**src/rtl/ssimwms_pkg.sv**
```systemverilog
package ssimwms_pkg;

	// Default sample width of x and y
	localparam int SAMPLE_WIDTH_DEF = 16;

	// Window geometry
	localparam int SMALL_SIDE = 4;
	localparam int LARGE_SIDE = 8;
	localparam int SMALL_LEN  = SMALL_SIDE * SMALL_SIDE;
	localparam int LARGE_LEN  = LARGE_SIDE * LARGE_SIDE;
	localparam int COUNT_W    = 6;

	// Accumulator and result field widths
	localparam int ACC_LIN_W = 23;
	localparam int SUM_W     = 22;
	localparam int SQ_W      = 37;
	localparam int CROSS_W   = 38;

	// Result word packing
	localparam int OUT_W       = 2 * SUM_W + 2 * SQ_W + CROSS_W;
	localparam int OUT_BYTES_W = ((OUT_W + 7) / 8) * 8;
	localparam int OUT_PAD_W   = OUT_BYTES_W - OUT_W;

	typedef enum logic {
		WIN_4X4 = 1'b0,
		WIN_8X8 = 1'b1
	} win_mode_t;

	// Occupancy of one pipeline stage
	typedef struct packed {
		logic valid;
		logic last;
	} stage_ctl_t;

endpackage

```
**src/rtl/ssimwms_input_stage.sv**
```systemverilog
module ssimwms_input_stage #(
	parameter int SAMPLE_WIDTH = ssimwms_pkg::SAMPLE_WIDTH_DEF
) (
	input  logic                           clk,
	input  logic                           arst_n,
	input  logic                           in_valid,
	output logic                           in_ready,
	input  logic signed [SAMPLE_WIDTH-1:0] x_in,
	input  logic signed [SAMPLE_WIDTH-1:0] y_in,
	input  ssimwms_pkg::win_mode_t         window_mode,
	input  logic                           adv_s1,
	output ssimwms_pkg::stage_ctl_t        ctl_s1,
	output logic signed [SAMPLE_WIDTH-1:0] x_s1,
	output logic signed [SAMPLE_WIDTH-1:0] y_s1
);

	localparam int CW = ssimwms_pkg::COUNT_W;

	logic [CW-1:0] count_q;
	logic [CW:0]   count_inc;
	logic [CW:0]   win_len;
	logic          is_last;
	logic          take;

	assign in_ready  = !ctl_s1.valid || adv_s1;
	assign take      = in_ready && in_valid;
	assign count_inc = {1'b0, count_q} + (CW+1)'(1);
	assign win_len   = (window_mode == ssimwms_pkg::WIN_8X8) ?
			(CW+1)'(ssimwms_pkg::LARGE_LEN) : (CW+1)'(ssimwms_pkg::SMALL_LEN);
	// Close the window once the count reaches its length, even past it
	assign is_last   = (count_inc >= win_len);

	always_ff @(posedge clk or negedge arst_n) begin
		if (!arst_n) begin
			ctl_s1  <= '0;
			count_q <= '0;
		end else if (in_ready) begin
			ctl_s1.valid <= in_valid;
			if (in_valid) begin
				ctl_s1.last <= is_last;
				count_q     <= is_last ? '0 : count_inc[CW-1:0];
			end
		end
	end

	always_ff @(posedge clk) begin
		if (take) begin
			x_s1 <= x_in;
			y_s1 <= y_in;
		end
	end

endmodule

```
**src/rtl/ssimwms_product_stage.sv**
```systemverilog
module ssimwms_product_stage #(
	parameter int SAMPLE_WIDTH = ssimwms_pkg::SAMPLE_WIDTH_DEF
) (
	input  logic                             clk,
	input  logic                             arst_n,
	input  ssimwms_pkg::stage_ctl_t          ctl_s1,
	input  logic signed [SAMPLE_WIDTH-1:0]   x_s1,
	input  logic signed [SAMPLE_WIDTH-1:0]   y_s1,
	output logic                             adv_s1,
	input  logic                             adv_s2,
	output ssimwms_pkg::stage_ctl_t          ctl_s2,
	output logic signed [SAMPLE_WIDTH-1:0]   x_s2,
	output logic signed [SAMPLE_WIDTH-1:0]   y_s2,
	output logic signed [2*SAMPLE_WIDTH-1:0] xx_s2,
	output logic signed [2*SAMPLE_WIDTH-1:0] yy_s2,
	output logic signed [2*SAMPLE_WIDTH-1:0] xy_s2
);

	logic load;

	assign adv_s1 = !ctl_s2.valid || adv_s2;
	assign load   = adv_s1 && ctl_s1.valid;

	always_ff @(posedge clk or negedge arst_n) begin
		if (!arst_n) begin
			ctl_s2 <= '0;
		end else if (adv_s1) begin
			ctl_s2 <= ctl_s1;
		end
	end

	// Three independent multiplies, registered before accumulation
	always_ff @(posedge clk) begin
		if (load) begin
			x_s2  <= x_s1;
			y_s2  <= y_s1;
			xx_s2 <= x_s1 * x_s1;
			yy_s2 <= y_s1 * y_s1;
			xy_s2 <= x_s1 * y_s1;
		end
	end

endmodule

```
**src/rtl/ssimwms_accumulator.sv**
```systemverilog
module ssimwms_accumulator #(
	parameter int SAMPLE_WIDTH = ssimwms_pkg::SAMPLE_WIDTH_DEF
) (
	input  logic                                    clk,
	input  logic                                    arst_n,
	input  ssimwms_pkg::stage_ctl_t                 ctl_s2,
	input  logic signed [SAMPLE_WIDTH-1:0]          x_s2,
	input  logic signed [SAMPLE_WIDTH-1:0]          y_s2,
	input  logic signed [2*SAMPLE_WIDTH-1:0]        xx_s2,
	input  logic signed [2*SAMPLE_WIDTH-1:0]        yy_s2,
	input  logic signed [2*SAMPLE_WIDTH-1:0]        xy_s2,
	output logic                                    adv_s2,
	output logic                                    out_valid,
	input  logic                                    out_ready,
	output logic [ssimwms_pkg::SUM_W-1:0]           sum_x,
	output logic [ssimwms_pkg::SQ_W-1:0]            sum_x_squared,
	output logic [ssimwms_pkg::SUM_W-1:0]           sum_y,
	output logic [ssimwms_pkg::SQ_W-1:0]            sum_y_squared,
	output logic [ssimwms_pkg::CROSS_W-1:0]         sum_cross
);

	localparam int LW    = ssimwms_pkg::ACC_LIN_W;
	localparam int QW    = ssimwms_pkg::SQ_W;
	localparam int XW    = ssimwms_pkg::CROSS_W;
	localparam int PW    = 2 * SAMPLE_WIDTH;
	localparam int LIN_E = (SAMPLE_WIDTH > LW) ? SAMPLE_WIDTH : LW;
	localparam int PRD_E = (PW > XW) ? PW : XW;

	logic [LW-1:0] acc_x_q, acc_y_q;
	logic [QW-1:0] acc_xx_q, acc_yy_q;
	logic [XW-1:0] acc_xy_q;

	logic signed [LIN_E-1:0] x_ext, y_ext;
	logic signed [PRD_E-1:0] xx_ext, yy_ext, xy_ext;

	logic [LW-1:0] nxt_x, nxt_y;
	logic [QW-1:0] nxt_xx, nxt_yy;
	logic [XW-1:0] nxt_xy;

	logic out_free;
	logic consume;
	logic close;

	assign out_free = !out_valid || out_ready;
	// Hold a closing word in stage 2 while the result register is full and not read
	assign adv_s2   = !ctl_s2.valid || !ctl_s2.last || out_free;
	assign consume  = ctl_s2.valid && adv_s2;
	assign close    = consume && ctl_s2.last;

	assign x_ext  = LIN_E'(x_s2);
	assign y_ext  = LIN_E'(y_s2);
	assign xx_ext = PRD_E'(xx_s2);
	assign yy_ext = PRD_E'(yy_s2);
	assign xy_ext = PRD_E'(xy_s2);

	assign nxt_x  = acc_x_q  + x_ext[LW-1:0];
	assign nxt_y  = acc_y_q  + y_ext[LW-1:0];
	assign nxt_xx = acc_xx_q + xx_ext[QW-1:0];
	assign nxt_yy = acc_yy_q + yy_ext[QW-1:0];
	assign nxt_xy = acc_xy_q + xy_ext[XW-1:0];

	always_ff @(posedge clk or negedge arst_n) begin
		if (!arst_n) begin
			out_valid <= 1'b0;
			acc_x_q   <= '0;
			acc_y_q   <= '0;
			acc_xx_q  <= '0;
			acc_yy_q  <= '0;
			acc_xy_q  <= '0;
		end else begin
			if (close) begin
				out_valid <= 1'b1;
			end else if (out_ready) begin
				out_valid <= 1'b0;
			end
			if (consume) begin
				acc_x_q  <= close ? '0 : nxt_x;
				acc_y_q  <= close ? '0 : nxt_y;
				acc_xx_q <= close ? '0 : nxt_xx;
				acc_yy_q <= close ? '0 : nxt_yy;
				acc_xy_q <= close ? '0 : nxt_xy;
			end
		end
	end

	always_ff @(posedge clk) begin
		if (close) begin
			sum_x         <= nxt_x[ssimwms_pkg::SUM_W-1:0];
			sum_x_squared <= nxt_xx;
			sum_y         <= nxt_y[ssimwms_pkg::SUM_W-1:0];
			sum_y_squared <= nxt_yy;
			sum_cross     <= nxt_xy;
		end
	end

endmodule

```
**src/rtl/ssim_window_moment_sums_unit.sv**
```systemverilog
// Window moment sums for SSIM. Each input word carries one pixel pair (x, y)
// of a square window, in row order; the window is 4x4 (16 pairs) or 8x8
// (64 pairs) as set by bit 0 of the configuration register (reset: 4x4).
// On the last pair of a window the block emits one result word with the
// exact sums of x, x*x, y, y*y and x*y, then starts the next window from
// zero. A new pair is taken every cycle while input is not held off: the
// pipeline is an input register, a product register (three multipliers of
// SAMPLE_WIDTH by SAMPLE_WIDTH bits) and the accumulators that feed a one-deep
// result register, loaded as the closing pair leaves the product register.
// Input is held off only when a second window closes while the previous
// result has not yet been taken. Write the window size only while no pair is
// in the pipeline; a change in the middle of a window keeps the partial sums,
// and if the count already stands at 16 or more when 4x4 is chosen, the next
// pair closes the window. Sums that exceed their field widths wrap.
module ssim_window_moment_sums_unit #(
	parameter int SAMPLE_WIDTH = ssimwms_pkg::SAMPLE_WIDTH_DEF
) (
	input  logic                                clk,
	input  logic                                arst_n,
	// Configuration: bit 0 = window_mode
	input  logic                                cfg_valid,
	output logic                                cfg_ready,
	input  logic [0:0]                          cfg_data,
	input  logic                                s_axis_tvalid,
	output logic                                s_axis_tready,
	// x_sample, y_sample, zero padding
	input  logic [((2*SAMPLE_WIDTH+7)/8)*8-1:0] s_axis_tdata,
	output logic                                m_axis_tvalid,
	input  logic                                m_axis_tready,
	// sum_x, sum_x_squared, sum_y, sum_y_squared, sum_cross, zero padding
	output logic [ssimwms_pkg::OUT_BYTES_W-1:0] m_axis_tdata
);

	localparam int SW = SAMPLE_WIDTH;

	ssimwms_pkg::win_mode_t  mode_q;
	ssimwms_pkg::stage_ctl_t ctl_s1, ctl_s2;

	logic signed [SW-1:0]   x_s1, y_s1, x_s2, y_s2;
	logic signed [2*SW-1:0] xx_s2, yy_s2, xy_s2;
	logic                   adv_s1, adv_s2;

	logic [ssimwms_pkg::SUM_W-1:0]   sum_x, sum_y;
	logic [ssimwms_pkg::SQ_W-1:0]    sum_x_squared, sum_y_squared;
	logic [ssimwms_pkg::CROSS_W-1:0] sum_cross;

	// Configuration write is always taken at once
	assign cfg_ready = 1'b1;

	always_ff @(posedge clk or negedge arst_n) begin
		if (!arst_n) begin
			mode_q <= ssimwms_pkg::WIN_4X4;
		end else if (cfg_valid) begin
			mode_q <= ssimwms_pkg::win_mode_t'(cfg_data[0]);
		end
	end

	// Register the pair and track the position inside the window
	ssimwms_input_stage #(.SAMPLE_WIDTH(SW)) u_input (
		.clk        (clk),
		.arst_n     (arst_n),
		.in_valid   (s_axis_tvalid),
		.in_ready   (s_axis_tready),
		.x_in       (s_axis_tdata[SW-1:0]),
		.y_in       (s_axis_tdata[2*SW-1:SW]),
		.window_mode(mode_q),
		.adv_s1     (adv_s1),
		.ctl_s1     (ctl_s1),
		.x_s1       (x_s1),
		.y_s1       (y_s1)
	);

	// Form the squares and the cross product
	ssimwms_product_stage #(.SAMPLE_WIDTH(SW)) u_product (
		.clk   (clk),
		.arst_n(arst_n),
		.ctl_s1(ctl_s1),
		.x_s1  (x_s1),
		.y_s1  (y_s1),
		.adv_s1(adv_s1),
		.adv_s2(adv_s2),
		.ctl_s2(ctl_s2),
		.x_s2  (x_s2),
		.y_s2  (y_s2),
		.xx_s2 (xx_s2),
		.yy_s2 (yy_s2),
		.xy_s2 (xy_s2)
	);

	// Accumulate and hand the closed window to the result register
	ssimwms_accumulator #(.SAMPLE_WIDTH(SW)) u_accum (
		.clk          (clk),
		.arst_n       (arst_n),
		.ctl_s2       (ctl_s2),
		.x_s2         (x_s2),
		.y_s2         (y_s2),
		.xx_s2        (xx_s2),
		.yy_s2        (yy_s2),
		.xy_s2        (xy_s2),
		.adv_s2       (adv_s2),
		.out_valid    (m_axis_tvalid),
		.out_ready    (m_axis_tready),
		.sum_x        (sum_x),
		.sum_x_squared(sum_x_squared),
		.sum_y        (sum_y),
		.sum_y_squared(sum_y_squared),
		.sum_cross    (sum_cross)
	);

	assign m_axis_tdata = {{ssimwms_pkg::OUT_PAD_W{1'b0}}, sum_cross, sum_y_squared,
			sum_y, sum_x_squared, sum_x};

`ifndef ASSERT_OFF
	// An empty result register never holds off input
	a_ready_when_out_empty: assert property (@(posedge clk) disable iff (!arst_n)
		!m_axis_tvalid |-> s_axis_tready)
		else $error("input stalled with empty result register");

	// Input is held off only behind a result that waits
	a_stall_only_on_backpressure: assert property (@(posedge clk) disable iff (!arst_n)
		!s_axis_tready |-> (m_axis_tvalid && !m_axis_tready && ctl_s2.valid && ctl_s2.last))
		else $error("input stalled without a blocked closing word");

	// A new result comes only from a closing word in stage 2
	a_result_from_last: assert property (@(posedge clk) disable iff (!arst_n)
		(m_axis_tvalid && !$past(m_axis_tvalid)) |-> $past(ctl_s2.valid && ctl_s2.last))
		else $error("result without a window close");
`endif

endmodule
```
**config.mk**
```make
export PLATFORM = sky130hd
export DESIGN_NAME = ssim_window_moment_sums_unit
export DESIGN_NICKNAME = d
export VERILOG_FILES = /design/src/rtl/ssimwms_pkg.sv /design/src/rtl/ssimwms_input_stage.sv /design/src/rtl/ssimwms_product_stage.sv /design/src/rtl/ssimwms_accumulator.sv /design/src/rtl/ssim_window_moment_sums_unit.sv
export SDC_FILE = /design/constraint.sdc
export NUM_CORES = 2
export LEC_CHECK = 0
export BUFFER_PORTS_ARGS = -buffer_cell sky130_fd_sc_hd__buf_2
export CAP_MARGIN = 20
export CORE_ASPECT_RATIO = 1.4
export CORE_MARGIN = 4
export CORE_UTILIZATION = 58
export CTS_CLUSTER_SIZE = 24
export DETAILED_ROUTE_END_ITERATION = 10
export GPL_TIMING_DRIVEN = 0
export PLACE_DENSITY = 0.79
export SLEW_MARGIN = 20
export SYNTH_ARGS = -nofsm -noshare
export SYNTH_HDL_FRONTEND = slang
export SYNTH_SLANG_ARGS = --single-unit
```
**constraint.sdc**
```tcl
create_clock -name clk -period 7.65 [get_ports clk]
set_input_delay 1.9125 -clock clk [delete_from_list [all_inputs] [get_ports clk]]
set_output_delay 1.9125 -clock clk [all_outputs]
set_load 0.05 [all_outputs]
```
==> results_dict.tcl <==
set metrics [dict create \
    status "completed" \
    ioPinCount 201 \
    crit_end "u_product.xy_s2[28]" \
    fin_crit_sh_pct 98.98 \
    gr-usage-all-layers_pct 28.53 \
    hold_viol 0 \
    initial_core_util_pct 58.48 \
    synth_top_area_share_pct 29.20 \
    crit_start "u_input.x_s1[15]" \
    critPathKind "reg2reg" \
    wire_per_inst_um 20.54 \
    dp_hpwl_mm 101.7 \
    die_w_um 256.6 \
    yosysSeqAreaShare_pct 27.05 \
    clock.fmax_ghz 0.1321 \
    worstHoldPathType "reg2reg" \
    crit_family "adder cells" \
    path_clk_slew_ns 0.06 \
    grt_setup_unrepaired "yes" \
    ys_async_sr_fraction_pct 35.00 \
    io_buffers 195 \
    yosysTopAreaCell "fa_1" \
    htreeDepth 2 \
    design.die.area_um2 91350 \
    fin_nets 6291 \
    numCtsBuffers 48 \
    vias_per_cell 5.824 \
    postRouteAntennaNets 0 \
    worstPathRequired_ns 8.01 \
    wl_mm 128.1 \
    gp_congestion 0.9815 \
    worstPathArrival_ns 7.93 \
    antenna_found_initial 8 \
    tightest_slew_ns 1.211 \
    synth_cell_types 78 \
    setup.worst_path.start_class "register" \
    area_growth_syn_to_layout_pct 9.196 \
    cts_root_buffer "clkbuf_16" \
    first_iter_violations 2975 \
    synth.avg_cell_area_um2 10.40 \
    worst-r2r-cell-count 23 \
    critical-path-slowest-cell "fa_1" \
    finalNonFillerCells 6238 \
    synthesis.area_um2 50180 \
    die_height_um 356.0 \
    skew_ns 0.02192 \
    crit_top_cell "fa_1" \
    clock_path_buffers 3 \
    crit_chain "clkbuf_2, clkbuf_4, nand2_1, inv_1, fa_1, inv_1, fa_1, inv_1, fa_1, inv_1, fa_1, fa_1, fa_1, inv_1, ha_1, nand4_1, or3_1, o21ba_2, o31ai_1, o21ai_0, o21ai_2, or2_2, xor2_1" \
    cts_tree "built" \
    clk_latency_ns 0.62 \
    max_stage_delay_ns 0.59 \
    cp-end-kind "register" \
    r2r_slack_ns 0.08 \
    worst-path-buf-inv 7 \
    synthFlopType "edfxtp_1" \
    grt_pass1_vias 38850 \
    core_um2 85810 \
    synth_common_cells "inv_1 (966), fa_1 (732), ha_1 (421)" \
    n_fill_cell 6598 \
    place_inst 6129 \
    dr.pass1.iters 6 \
    min_period_ns 7.572 \
    rr_endpoint "u_product.xy_s2[28]" \
    setup_tns_ns 0 \
    ctsHoldBuffers 0 \
    reg2reg_from "u_input.x_s1[15]" \
    vias 36330 \
    rows 127 \
    final-setup-viol-count 0 \
    post_dp_cell_area_um2 52780 \
    grt_max_degree 63 \
    crit_cells 23 \
    synth_area_leaders "fa_1 (29%), edfxtp_1 (19%), ha_1 (10%)" \
    synth_seq_cells 480 \
    finalInstanceArea_um2 54790 \
    syn_inst 4825 \
    synth.most_common_cell "inv_1" \
    grt_pass1_wl_mm 204.3 \
    slew_viol_final 0 \
    overflow 0 \
    relSlewSlack_pct 19.24 \
    synth_edf_count 312 \
    drive_above_1_share_pct 8.601 \
    yosysWarnings 0 \
    clkSinkCount 480 \
    crit_fanout 10 \
    drc 0 \
    max_cap_violations 0 \
]
metrics by stage:
step	hold WS, ns	utilization (%)	setup WS, ns
3_5_place_dp	0.4421	61.51	-0.7453
4_1_cts	0.4577	63.56	0.01535
5_1_grt	0.4804	63.85	-0.01322
3_3_place_gp	0.4303	61.23	-1.594
6_report	0.4537	63.85	0.07769
2_1_floorplan	0.4146	-	0.7109
metal layers:
| layer | track usage (%) | wire, um |
|---|---|---|
| met1 | 33.98 | 44990 |
| met2 | 47.41 | 61280 |
| met3 | 5.218 | 11090 |
| met4 | 19.36 | 10700 |
| met5 | 0 | 36 |
what timing repair did:
item,CTS,global route
setup endpoints to repair,7,11
pin swaps,0,2
gates resized for setup,34,96
buffers inserted,9,19
cell families (layout without fill, tap and decap cells):
kind of cell	after synthesis	in the layout	synth area share, %
simple gates	1040	1040	9.598
flops	480	480	27.05
buf+inv	1128	1439	8.478
other cells	2	8	0.01497
mux	6	6	0.1247
xor+xnor	259	259	4.521
fa+ha+maj	1153	1153	39.70
compound gates	757	757	10.51
cell usage in the layout (no fill, tap or decap), types with 7 or more instances in the layout:
cell type   count
a21boi_0        9
inv_1         963
a21oi_1       180
nand3_1        60
nor2b_1        21
nand2b_1       37
a21o_1        119
ha_1          421
a31o_2         12
xor2_1         74
dfrtp_1       168
clkinv_2        9
nor2_1        252
nand2_1       389
clkbuf_1       81
a211oi_1       17
and3_1         19
buf_12          9
nor3_1         36
a31oi_1        18
clkbuf_16      49
or2_2          15
o21bai_1       20
clkbuf_2       62
a22o_1        133
clkinvlp_4      8
buf_4          31
fa_1          730
and2_1        165
xnor2_1       184
o21a_1         32
o211ai_1       13
o31ai_1        16
nand4_1        11
buf_2         197
bufinv_16       7
or3_1          11
edfxtp_1      312
o21ai_0       108
how the worst min path moves through the flow:
stage | startpoint | to | slack, ns | cells past startpoint
after global routing | u_input.ctl_s1[0] | u_product.ctl_s2[0] | 0.48 | 2
after global placement | u_input.ctl_s1[0] | u_product.ctl_s2[0] | 0.43 | 2
after floorplan | u_input.ctl_s1[0] | u_product.ctl_s2[0] | 0.41 | 2
after detailed placement | u_input.ctl_s1[0] | u_product.ctl_s2[0] | 0.44 | 2
after CTS | u_input.ctl_s1[0] | u_product.ctl_s2[0] | 0.46 | 2
final | u_input.ctl_s1[0] | u_product.ctl_s2[0] | 0.45 | 2
area by class of cell:
class | count | area (um^2) | area share [%]
multi-input cells | 3220 | 32420 | 59.17
flip-flops and latches | 480 | 13570 | 24.77
inverters | 974 | 3669 | 6.695
repair buffers | 233 | 1444 | 2.635
well taps | 1096 | 1371 | 2.503
clock buffers | 64 | 1303 | 2.377
plain buffers | 143 | 651.9 | 1.190
clock inverters | 25 | 354.1 | 0.6463
diodes | 3 | 7.507 | 0.01370
state kept, by name (all words and copies together) (netlist names):
register / flops
u_accum.acc_yy_q: 37
mode_q: 1
u_accum.acc_y_q: 22
u_product.yy_s2: 31
u_product.y_s2: 15
u_input.ctl_s1: 2
u_input.x_s1: 16
u_accum.out_valid: 1
u_input.y_s1: 16
u_accum.sum_x_squared: 37
u_input.count_q: 6
u_accum.sum_x: 22
u_accum.sum_y_squared: 37
u_product.xx_s2: 31
u_accum.sum_cross: 38
u_accum.acc_xx_q: 37
u_accum.sum_y: 22
u_product.ctl_s2: 2
u_accum.acc_xy_q: 38
u_accum.acc_x_q: 22
u_product.xy_s2: 32
u_product.x_s2: 15
worst min-delay path, stage by stage (launching register included):
cell     delay (ns)
dfrtp_1        0.32
inv_1          0.05
nand2_1        0.05
Power is left out: the tool's default activity adds up to more than one toggle a clock period on the data nets, which glitch-free logic cannot reach.
